===== src/hdl/chacha20_stream_xor_macros.svh =====
// Assertion macros for the ChaCha20 stream combiner.
// Used by the top level; expects signals named clock and reset in scope.
`ifndef CHACHA20_STREAM_XOR_MACROS_SVH
`define CHACHA20_STREAM_XOR_MACROS_SVH

// Consequent must hold in the same cycle as the antecedent.
`define CSX_ASSERT_NOW(label, ante, cons, msg) \
   label: assert property (@(posedge clock) disable iff (reset) (ante) |-> (cons)) \
      else $error(msg);

// Consequent must hold in the cycle after the antecedent.
`define CSX_ASSERT_NEXT(label, ante, cons, msg) \
   label: assert property (@(posedge clock) disable iff (reset) (ante) |=> (cons)) \
      else $error(msg);

`endif


===== src/hdl/chacha_pkg.sv =====
// Shared constants and types for the ChaCha20 stream combiner.
// No dependencies; imported by every module of the block.
`timescale 1ns / 1ps

package chacha_pkg;

   localparam int DOUBLE_ROUNDS = 10;
   localparam int DR_CNT_W      = (DOUBLE_ROUNDS > 1) ? $clog2(DOUBLE_ROUNDS) : 1;

   localparam int WORD_W      = 32;
   localparam int NUM_WORDS   = 16;
   localparam int BLOCK_BYTES = 64;
   localparam int POS_W       = 7;
   localparam int NUM_REGS    = 7;
   localparam int CSR_IDX_W   = 3;

   // Register indexes of the configuration port.
   localparam logic [CSR_IDX_W-1:0] REG_KEY0   = 3'd0;
   localparam logic [CSR_IDX_W-1:0] REG_KEY1   = 3'd1;
   localparam logic [CSR_IDX_W-1:0] REG_KEY2   = 3'd2;
   localparam logic [CSR_IDX_W-1:0] REG_KEY3   = 3'd3;
   localparam logic [CSR_IDX_W-1:0] REG_NONCE0 = 3'd4;
   localparam logic [CSR_IDX_W-1:0] REG_NONCE1 = 3'd5;
   localparam logic [CSR_IDX_W-1:0] REG_CTR    = 3'd6;

   // The "expand 32-byte k" constant words.
   localparam logic [WORD_W-1:0] SIGMA0 = 32'h6170_7865;
   localparam logic [WORD_W-1:0] SIGMA1 = 32'h3320_646e;
   localparam logic [WORD_W-1:0] SIGMA2 = 32'h7962_2d32;
   localparam logic [WORD_W-1:0] SIGMA3 = 32'h6b20_6574;

   // Quarter-round rotation distances, in the order they are applied.
   localparam int ROT_A = 16;
   localparam int ROT_B = 12;
   localparam int ROT_C = 8;
   localparam int ROT_D = 7;

   typedef logic [NUM_WORDS-1:0][WORD_W-1:0] block_type;

   typedef struct packed {
      logic busy;
      logic done;
   } core_status_type;

endpackage


===== src/hdl/chacha_qr.sv =====
// Shared ChaCha20 arithmetic unit: one half of a quarter round per cycle.
// Depends on chacha_pkg for the rotation distances.
`timescale 1ns / 1ps

module chacha_qr import chacha_pkg::*; (
   input  logic [WORD_W-1:0] a_word,
   input  logic [WORD_W-1:0] b_word,
   input  logic [WORD_W-1:0] c_word,
   input  logic [WORD_W-1:0] d_word,
   input  logic              second_half,
   output logic [WORD_W-1:0] a_new,
   output logic [WORD_W-1:0] b_new,
   output logic [WORD_W-1:0] c_new,
   output logic [WORD_W-1:0] d_new
);

   logic [WORD_W-1:0] d_mix;
   logic [WORD_W-1:0] b_mix;

   function automatic logic [WORD_W-1:0] rotl(logic [WORD_W-1:0] w, int s);
      return (w << s) | (w >> (WORD_W - s));
   endfunction

   // The first adder also serves the final feed-forward addition.
   always_comb begin
      a_new = a_word + b_word;
      d_mix = d_word ^ a_new;
      d_new = second_half ? rotl(d_mix, ROT_C) : rotl(d_mix, ROT_A);
      c_new = c_word + d_new;
      b_mix = b_word ^ c_new;
      b_new = second_half ? rotl(b_mix, ROT_D) : rotl(b_mix, ROT_B);
   end

endmodule


===== src/hdl/chacha_core.sv =====
// ChaCha20 block sequencer: working state, round counters and feed-forward.
// Depends on chacha_pkg and the shared unit chacha_qr.
`timescale 1ns / 1ps

module chacha_core import chacha_pkg::*; (
   input  logic            clock,
   input  logic            reset,
   input  logic            start,
   input  block_type       init_words,
   output block_type       ks_words,
   output core_status_type status
);

   typedef enum logic [2:0] {
      C_IDLE  = 3'b001,
      C_ROUND = 3'b010,
      C_FINAL = 3'b100
   } core_state_type;

   core_state_type        cstate_ff, cstate_in;
   block_type             work_ff, work_in;
   block_type             round_work;
   logic                  half_ff, half_in;
   logic [2:0]            qr_cnt_ff, qr_cnt_in;
   logic [DR_CNT_W-1:0]   dr_cnt_ff, dr_cnt_in;
   logic [3:0]            fin_cnt_ff, fin_cnt_in;
   logic                  done_ff, done_in;
   logic [3:0][1:0]       row_amt;
   logic [WORD_W-1:0]     qa, qb, qc, qd;
   logic [WORD_W-1:0]     unit_b;

   // Rotate each row of the 4x4 state left by its own word count.
   function automatic block_type rotate_rows(block_type w, logic [3:0][1:0] amt);
      block_type  r;
      logic [1:0] src;
      for (int row = 0; row < 4; row++) begin
         for (int col = 0; col < 4; col++) begin
            src = 2'(col) + amt[row];
            r[row*4 + col] = w[row*4 + int'(src)];
         end
      end
      return r;
   endfunction

   // The unit always works on column 0; during feed-forward it adds word 0
   // and the matching input word.
   assign unit_b = (cstate_ff == C_FINAL) ? init_words[fin_cnt_ff] : work_ff[4];

   chacha_qr u_qr (
      .a_word      (work_ff[0]),
      .b_word      (unit_b),
      .c_word      (work_ff[8]),
      .d_word      (work_ff[12]),
      .second_half (half_ff),
      .a_new       (qa),
      .b_new       (qb),
      .c_new       (qc),
      .d_new       (qd)
   );

   // Rows shift one word per quarter round, so the next column or diagonal
   // lands in column 0. Ending the column pass also diagonalizes the rows,
   // and ending the diagonal pass undoes it.
   always_comb begin
      for (int row = 0; row < 4; row++) begin
         if (qr_cnt_ff == 3'd3) begin
            row_amt[row] = 2'(1 + row);
         end else if (qr_cnt_ff == 3'd7) begin
            row_amt[row] = 2'(5 - row);
         end else begin
            row_amt[row] = 2'd1;
         end
      end
   end

   always_comb begin
      round_work     = work_ff;
      round_work[0]  = qa;
      round_work[4]  = qb;
      round_work[8]  = qc;
      round_work[12] = qd;
   end

   always_comb begin
      cstate_in  = cstate_ff;
      work_in    = work_ff;
      half_in    = half_ff;
      qr_cnt_in  = qr_cnt_ff;
      dr_cnt_in  = dr_cnt_ff;
      fin_cnt_in = fin_cnt_ff;
      done_in    = 1'b0;
      unique case (cstate_ff)
         C_IDLE: begin
            if (start) begin
               work_in   = init_words;
               half_in   = 1'b0;
               qr_cnt_in = '0;
               dr_cnt_in = '0;
               cstate_in = C_ROUND;
            end
         end
         C_ROUND: begin
            if (!half_ff) begin
               work_in = round_work;
               half_in = 1'b1;
            end else begin
               work_in   = rotate_rows(round_work, row_amt);
               half_in   = 1'b0;
               qr_cnt_in = qr_cnt_ff + 3'd1;
               if (qr_cnt_ff == 3'd7) begin
                  dr_cnt_in = dr_cnt_ff + 1'b1;
                  if (dr_cnt_ff == DR_CNT_W'(DOUBLE_ROUNDS - 1)) begin
                     fin_cnt_in = '0;
                     cstate_in  = C_FINAL;
                  end
               end
            end
         end
         C_FINAL: begin
            // Word ring: after sixteen steps every word is back in place.
            for (int i = 0; i < NUM_WORDS - 1; i++) begin
               work_in[i] = work_ff[i+1];
            end
            work_in[NUM_WORDS-1] = qa;
            fin_cnt_in = fin_cnt_ff + 4'd1;
            if (fin_cnt_ff == 4'd15) begin
               done_in   = 1'b1;
               cstate_in = C_IDLE;
            end
         end
         default: begin
            cstate_in = C_IDLE;
         end
      endcase
   end

   always_ff @(posedge clock) begin
      if (reset) begin
         cstate_ff  <= C_IDLE;
         half_ff    <= 1'b0;
         qr_cnt_ff  <= '0;
         dr_cnt_ff  <= '0;
         fin_cnt_ff <= '0;
         done_ff    <= 1'b0;
      end else begin
         cstate_ff  <= cstate_in;
         half_ff    <= half_in;
         qr_cnt_ff  <= qr_cnt_in;
         dr_cnt_ff  <= dr_cnt_in;
         fin_cnt_ff <= fin_cnt_in;
         done_ff    <= done_in;
      end
   end

   always_ff @(posedge clock) begin
      work_ff <= work_in;
   end

   assign ks_words    = work_ff;
   assign status.busy = (cstate_ff != C_IDLE);
   assign status.done = done_ff;

endmodule


===== src/hdl/chacha20_stream_xor.sv =====
// Top level of the ChaCha20 stream combiner: handshakes, configuration,
// block counter and byte selection. Depends on chacha_pkg, chacha_core and
// the assertion macros in chacha20_stream_xor_macros.svh.
//
//   Channel   Direction  Ports                                  Moves
//   req       in         req_valid/ready, data_byte, first_byte one byte request
//   rsp       out        rsp_valid/ready, out_byte              one combined byte
//   csr       in         csr_valid/ready, index, data           one register write
//
// A request that can use the current keystream block is accepted and its
// result is registered at the edge that accepts it. A request that needs
// a new block (first of a call, or block used up) starts the core, which
// runs ten double rounds on the shared half-quarter-round unit, each quarter
// round in two halves, then sixteen feed-forward steps; no further request
// is taken until that byte has been combined.
// Reset leaves the key, nonce and counter registers at zero and the block
// marked used up. A stalled result holds only its own register; the next
// request is taken as soon as that register drains in the same cycle.
`timescale 1ns / 1ps
`include "chacha20_stream_xor_macros.svh"

module chacha20_stream_xor import chacha_pkg::*; (
   input  logic                 clock,
   input  logic                 reset,
   // request channel
   input  logic                 req_valid,
   output logic                 req_ready,
   input  logic [7:0]           req_data_byte,
   input  logic                 req_first_byte,
   // result channel
   output logic                 rsp_valid,
   input  logic                 rsp_ready,
   output logic [7:0]           rsp_out_byte,
   // configuration write channel
   input  logic                 csr_valid,
   output logic                 csr_ready,
   input  logic [CSR_IDX_W-1:0] csr_index,
   input  logic [63:0]          csr_data
);

   typedef enum logic [2:0] {
      ST_IDLE = 3'b001,   // ready for a request
      ST_GEN  = 3'b010,   // waiting on a fresh keystream block
      ST_XOR  = 3'b100    // block ready; combine the held byte
   } xor_state_type;

   xor_state_type      state_ff, state_in;
   logic [3:0][63:0]   key_ff, key_in;
   logic [63:0]        nonce0_ff, nonce0_in;
   logic [31:0]        nonce1_ff, nonce1_in;
   logic [31:0]        init_ctr_ff, init_ctr_in;
   logic [31:0]        counter_ff, counter_in;
   logic [POS_W-1:0]   byte_pos_ff, byte_pos_in;
   logic [7:0]         data_ff, data_in;
   logic               rsp_valid_ff, rsp_valid_in;
   logic [7:0]         rsp_byte_ff, rsp_byte_in;

   block_type          init_words;
   block_type          ks_words;
   core_status_type    core_status;
   logic               core_start;
   logic               out_free;
   logic               req_fire;
   logic               csr_fire;
   logic               cfg_hit;
   logic               need_block;
   logic [WORD_W-1:0]  ks_word;
   logic [7:0]         ks_byte;

   // Initial block state: constants, key, counter, nonce.
   always_comb begin
      init_words[0] = SIGMA0;
      init_words[1] = SIGMA1;
      init_words[2] = SIGMA2;
      init_words[3] = SIGMA3;
      for (int i = 0; i < 4; i++) begin
         init_words[4 + 2*i] = key_ff[i][31:0];
         init_words[5 + 2*i] = key_ff[i][63:32];
      end
      init_words[12] = counter_ff;
      init_words[13] = nonce0_ff[31:0];
      init_words[14] = nonce0_ff[63:32];
      init_words[15] = nonce1_ff;
   end

   chacha_core u_core (
      .clock      (clock),
      .reset      (reset),
      .start      (core_start),
      .init_words (init_words),
      .ks_words   (ks_words),
      .status     (core_status)
   );

   // The result register can take a new byte when empty or draining now.
   assign out_free  = !rsp_valid_ff || rsp_ready;
   assign req_ready = (state_ff == ST_IDLE) && out_free;
   assign csr_ready = (state_ff == ST_IDLE);
   assign req_fire  = req_valid && req_ready;
   assign csr_fire  = csr_valid && csr_ready;
   assign cfg_hit   = csr_fire && (csr_index < CSR_IDX_W'(NUM_REGS));

   // A byte flagged first always restarts from the current counter.
   assign need_block = req_first_byte || (byte_pos_ff >= POS_W'(BLOCK_BYTES));

   // Keystream words are serialized little-endian.
   assign ks_word = ks_words[byte_pos_ff[5:2]];
   assign ks_byte = ks_word[{byte_pos_ff[1:0], 3'b000} +: 8];

   always_comb begin
      state_in     = state_ff;
      key_in       = key_ff;
      nonce0_in    = nonce0_ff;
      nonce1_in    = nonce1_ff;
      init_ctr_in  = init_ctr_ff;
      counter_in   = counter_ff;
      byte_pos_in  = byte_pos_ff;
      data_in      = data_ff;
      rsp_valid_in = rsp_valid_ff;
      rsp_byte_in  = rsp_byte_ff;
      core_start   = 1'b0;

      if (rsp_valid_ff && rsp_ready) begin
         rsp_valid_in = 1'b0;
      end

      unique case (state_ff)
         ST_IDLE: begin
            if (req_fire) begin
               if (need_block) begin
                  data_in    = req_data_byte;
                  core_start = 1'b1;
                  state_in   = ST_GEN;
               end else begin
                  rsp_valid_in = 1'b1;
                  rsp_byte_in  = req_data_byte ^ ks_byte;
                  byte_pos_in  = byte_pos_ff + 1'b1;
               end
            end
         end
         ST_GEN: begin
            if (core_status.done) begin
               byte_pos_in = '0;
               counter_in  = counter_ff + 32'd1;
               state_in    = ST_XOR;
            end
         end
         ST_XOR: begin
            if (out_free) begin
               rsp_valid_in = 1'b1;
               rsp_byte_in  = data_ff ^ ks_byte;
               byte_pos_in  = byte_pos_ff + 1'b1;
               state_in     = ST_IDLE;
            end
         end
         default: begin
            state_in = ST_IDLE;
         end
      endcase

      // Any write to a listed register reloads the counter and drops the
      // current block. Writes beyond the list change nothing.
      if (cfg_hit) begin
         counter_in  = init_ctr_ff;
         byte_pos_in = POS_W'(BLOCK_BYTES);
         unique case (csr_index) inside
            REG_KEY0, REG_KEY1, REG_KEY2, REG_KEY3: begin
               key_in[csr_index[1:0]] = csr_data;
            end
            REG_NONCE0: begin
               nonce0_in = csr_data;
            end
            REG_NONCE1: begin
               nonce1_in = csr_data[31:0];
            end
            REG_CTR: begin
               init_ctr_in = csr_data[31:0];
               counter_in  = csr_data[31:0];
            end
            default: begin
            end
         endcase
      end
   end

   always_ff @(posedge clock) begin
      if (reset) begin
         state_ff     <= ST_IDLE;
         key_ff       <= '0;
         nonce0_ff    <= '0;
         nonce1_ff    <= '0;
         init_ctr_ff  <= '0;
         counter_ff   <= '0;
         byte_pos_ff  <= POS_W'(BLOCK_BYTES);
         rsp_valid_ff <= 1'b0;
      end else begin
         state_ff     <= state_in;
         key_ff       <= key_in;
         nonce0_ff    <= nonce0_in;
         nonce1_ff    <= nonce1_in;
         init_ctr_ff  <= init_ctr_in;
         counter_ff   <= counter_in;
         byte_pos_ff  <= byte_pos_in;
         rsp_valid_ff <= rsp_valid_in;
      end
   end

   always_ff @(posedge clock) begin
      data_ff     <= data_in;
      rsp_byte_ff <= rsp_byte_in;
   end

   assign rsp_valid    = rsp_valid_ff;
   assign rsp_out_byte = rsp_byte_ff;

   // A byte flagged first must always wait for a fresh block.
   `CSX_ASSERT_NEXT(a_first_regen, req_valid && req_ready && req_first_byte, state_ff == ST_GEN, "first byte did not start a new block")
   // A finished block restarts the byte position at zero.
   `CSX_ASSERT_NEXT(a_done_restart, state_ff == ST_GEN && core_status.done, byte_pos_ff == '0 && state_ff == ST_XOR, "new block did not restart at byte zero")
   // Each finished block advances the counter by exactly one.
   `CSX_ASSERT_NEXT(a_ctr_step, state_ff == ST_GEN && core_status.done, counter_ff == $past(counter_ff) + 32'd1, "block counter did not advance by one")
   // The byte position never runs past the end of a block.
   `CSX_ASSERT_NOW(a_pos_bound, 1'b1, byte_pos_ff <= POS_W'(BLOCK_BYTES), "byte position beyond block end")

endmodule

===== config.mk =====
export PLATFORM = sky130hd
export DESIGN_NAME = chacha20_stream_xor
export DESIGN_NICKNAME = d
export VERILOG_FILES = /design/src/hdl/chacha_pkg.sv /design/src/hdl/chacha_qr.sv /design/src/hdl/chacha_core.sv /design/src/hdl/chacha20_stream_xor.sv
export VERILOG_INCLUDE_DIRS = /design/src /design/src/hdl
export SDC_FILE = /design/constraint.sdc
export NUM_CORES = 2
export LEC_CHECK = 0
export ABC_AREA = 1
export BUFFER_PORTS_ARGS = -buffer_cell sky130_fd_sc_hd__buf_2
export CELL_PAD_IN_SITES_DETAIL_PLACEMENT = 1
export CELL_PAD_IN_SITES_GLOBAL_PLACEMENT = 1
export CORE_MARGIN = 3
export CORE_UTILIZATION = 42
export DETAILED_ROUTE_END_ITERATION = 7
export PLACE_DENSITY = 0.75
export SLEW_MARGIN = 40
export SYNTH_ARGS = -nofsm -noshare
export SYNTH_HDL_FRONTEND = slang
export SYNTH_SLANG_ARGS = --single-unit

===== constraint.sdc =====
create_clock -name clock -period 36.6 [get_ports clock]
set_clock_uncertainty 0.15 [all_clocks]
set_input_delay 5.49 -clock clock [delete_from_list [all_inputs] [get_ports clock]]
set_output_delay 5.49 -clock clock [all_outputs]
set_load 0.01 [all_outputs]

==> qor.yml <==
numCtsBuffers: 116
first_global_vias: 65052
synth_edf_count: 528
ys.flop_type: "edfxtp_1"
rows: 137
status: "finished, final reports clean"
arrival_ps: 6070
netlist_instances: 8211
area_growth_pct: 10.7
via_per_inst: 6.76
avgSynthCellArea_um2: 7.30
grt_pass1_wl_um: 484000
ioPinCount: 92
worstPathRequired_ps: 30960
drt-total-wl_um: 348000
nNetsFinal: 8126
setup_tns_ps: 0
die_x_um: 384
yosysWarnings: 0
cp-end-kind: "primary output"
antenna_found_initial: 48
clockRootBuffer: "clkbuf_16"
grtUsageTotal: 0.457
insertion_delay_ps: 770
synthArstFlopShare: 0
worst_pin_slew_ps: 1020
period_share: 0.320
syn_area_um2: 59900
synth_nets: 8377
postCtsSetupRepairBufs: 0
slew_viol_final: 0
dr.pass1.iters: 6
fp.dieH_um: 384
holdBufCountCts: 0
ctsResizeCount: 0
rsz0062_at_grt: "no"
criticalPathCategory: "input port to primary output"
synth_area_leaders: "edfxtp_1 26%, dfxtp_1 15%, o21ai_0 11%"
fmax_ghz: 0.0854
seq_area_frac_synth: 0.413
port-buffer-count: 91
synth.distinct_cells: 81
htreeDepth: 3
final_core_util: 0.472
design.core.area_um2: 141000
clock_path_buffers: 3
worstSetupStartpointType: "input port"
drt_iter0_drc: 9883
clk_pin_slew_ps: 60
maxCapViolCount: 0
wl_per_cell_um: 34.8
vias: 67464
grt_overflow: 0
synth_commonest_cells: "1641 x nand2_1, 1325 x o21ai_0, 830 x a21oi_1"
dieArea_um2: 147000
synth_most_common_cell: "nand2_1"
hold_class: "register to register"
grt_max_degree: 147
ant_nets: 0
drive_gt1_frac: 0.0756
place.gp.congestion: 1.06
yosysTopAreaCell: "edfxtp_1"
clock-sinks: 971
drc: 0
synth_seq_cells: 971
period_needed_ps: 11710
start_util: 0.426
dp_hpwl_um: 230000
cts_tree: "done"
final-setup-viol-count: 0
critPathMaxFanout: 4
fill_cells: 17460
synth_top_area_frac: 0.265
maxSlewHeadroom: 0.320
final_hold_viol_count: 0
## final cells by class
type                    instances  area (µm²)  area share
multi-input cells            5860       30300       0.457
flip-flops and latches        971       24700       0.373
clock buffers                 172        3490      0.0527
inverters                     758        2910      0.0439
well taps                    1876        2350      0.0354
repair buffers                253        1960      0.0295
clock inverters                50         470     0.00710
diodes                         40         100     0.00151
## worst max-delay path, stage by stage
cell and delay [ps]:
buf_2 100, nor2_1 230, nor2_1 80, buf_2 160
## cells by family after synthesis
logic type	count (synthesis)	synth area share
and+or+nand+nor	2760	0.189
buffers and inverters	1380	0.0885
AOI/OAI and AO/OA	2913	0.277
DFF	971	0.413
adders and majority gates	85	0.0180
xor gates and xnor gates	102	0.0154
## registers in the layout, indices dropped and copies added (netlist names), 4 cells and up
signal and flops:
u_core.ks_words 512, init_words 256, nonce0_ff 64, counter_ff 32
init_ctr_ff 32, nonce1_ff 32, data_ff 8, rsp_out_byte 8
byte_pos_ff 7, u_core.dr_cnt_ff 4, u_core.fin_cnt_ff 4
## per-stage QoR
stage	hold slack [ps]	setup WS, ps	instances	instance area (µm²)
final	310	24890	9980	66300
after global routing	340	24840	9952	66200
after CTS	313	24880	9934	66000
after detailed placement	298	24900	9712	62000
after global placement	289	24890	9712	61900
after floorplan	279	2470	8211	59900
## placed cells by master (no fill, tap or decap), types with 35 or more instances in the layout
master     instances
nand3_1          425
diode_2           40
ha_1              79
clkbuf_16        125
o22ai_1          131
nand4_1           35
xor2_1            63
a21oi_1          829
buf_2             91
inv_1            716
o21ai_1           58
a31oi_1           39
dfxtp_1          436
edfxtp_1         528
o211ai_1         197
nor2_1           544
o21ai_0         1324
a221oi_1          71
o221ai_1         114
buf_4            131
nand2_1         1639
## per-layer routing
| metal | share of wire | wire length [µm] | vias up | GRT usage |
|---|---|---|---|---|
| met5 | 0.00079 | 276 | - | 0 |
| met4 | 0.088 | 30600 | 20 | 0.346 |
| met3 | 0.14 | 48900 | 1301 | 0.151 |
| met2 | 0.41 | 142000 | 5193 | 0.651 |
| met1 | 0.36 | 126000 | 32856 | 0.571 |
| li1 | - | - | 28094 | - |
## worst paths after layout
check                      startpoint              endpoint  cells past startpoint  slack [ps]
hold reg to reg        init_ctr_ff[5]        init_ctr_ff[5]                      2         310
setup / recovery            rsp_ready             req_ready                      4       24890
hold / removal         init_ctr_ff[5]        init_ctr_ff[5]                      2         310
setup reg to reg  u_core.cstate_ff[0]  u_core.ks_words[198]                     37       26140
Power is not shown: default switching activity piles up to over one toggle a cycle in this logic, so the estimate is an artifact.
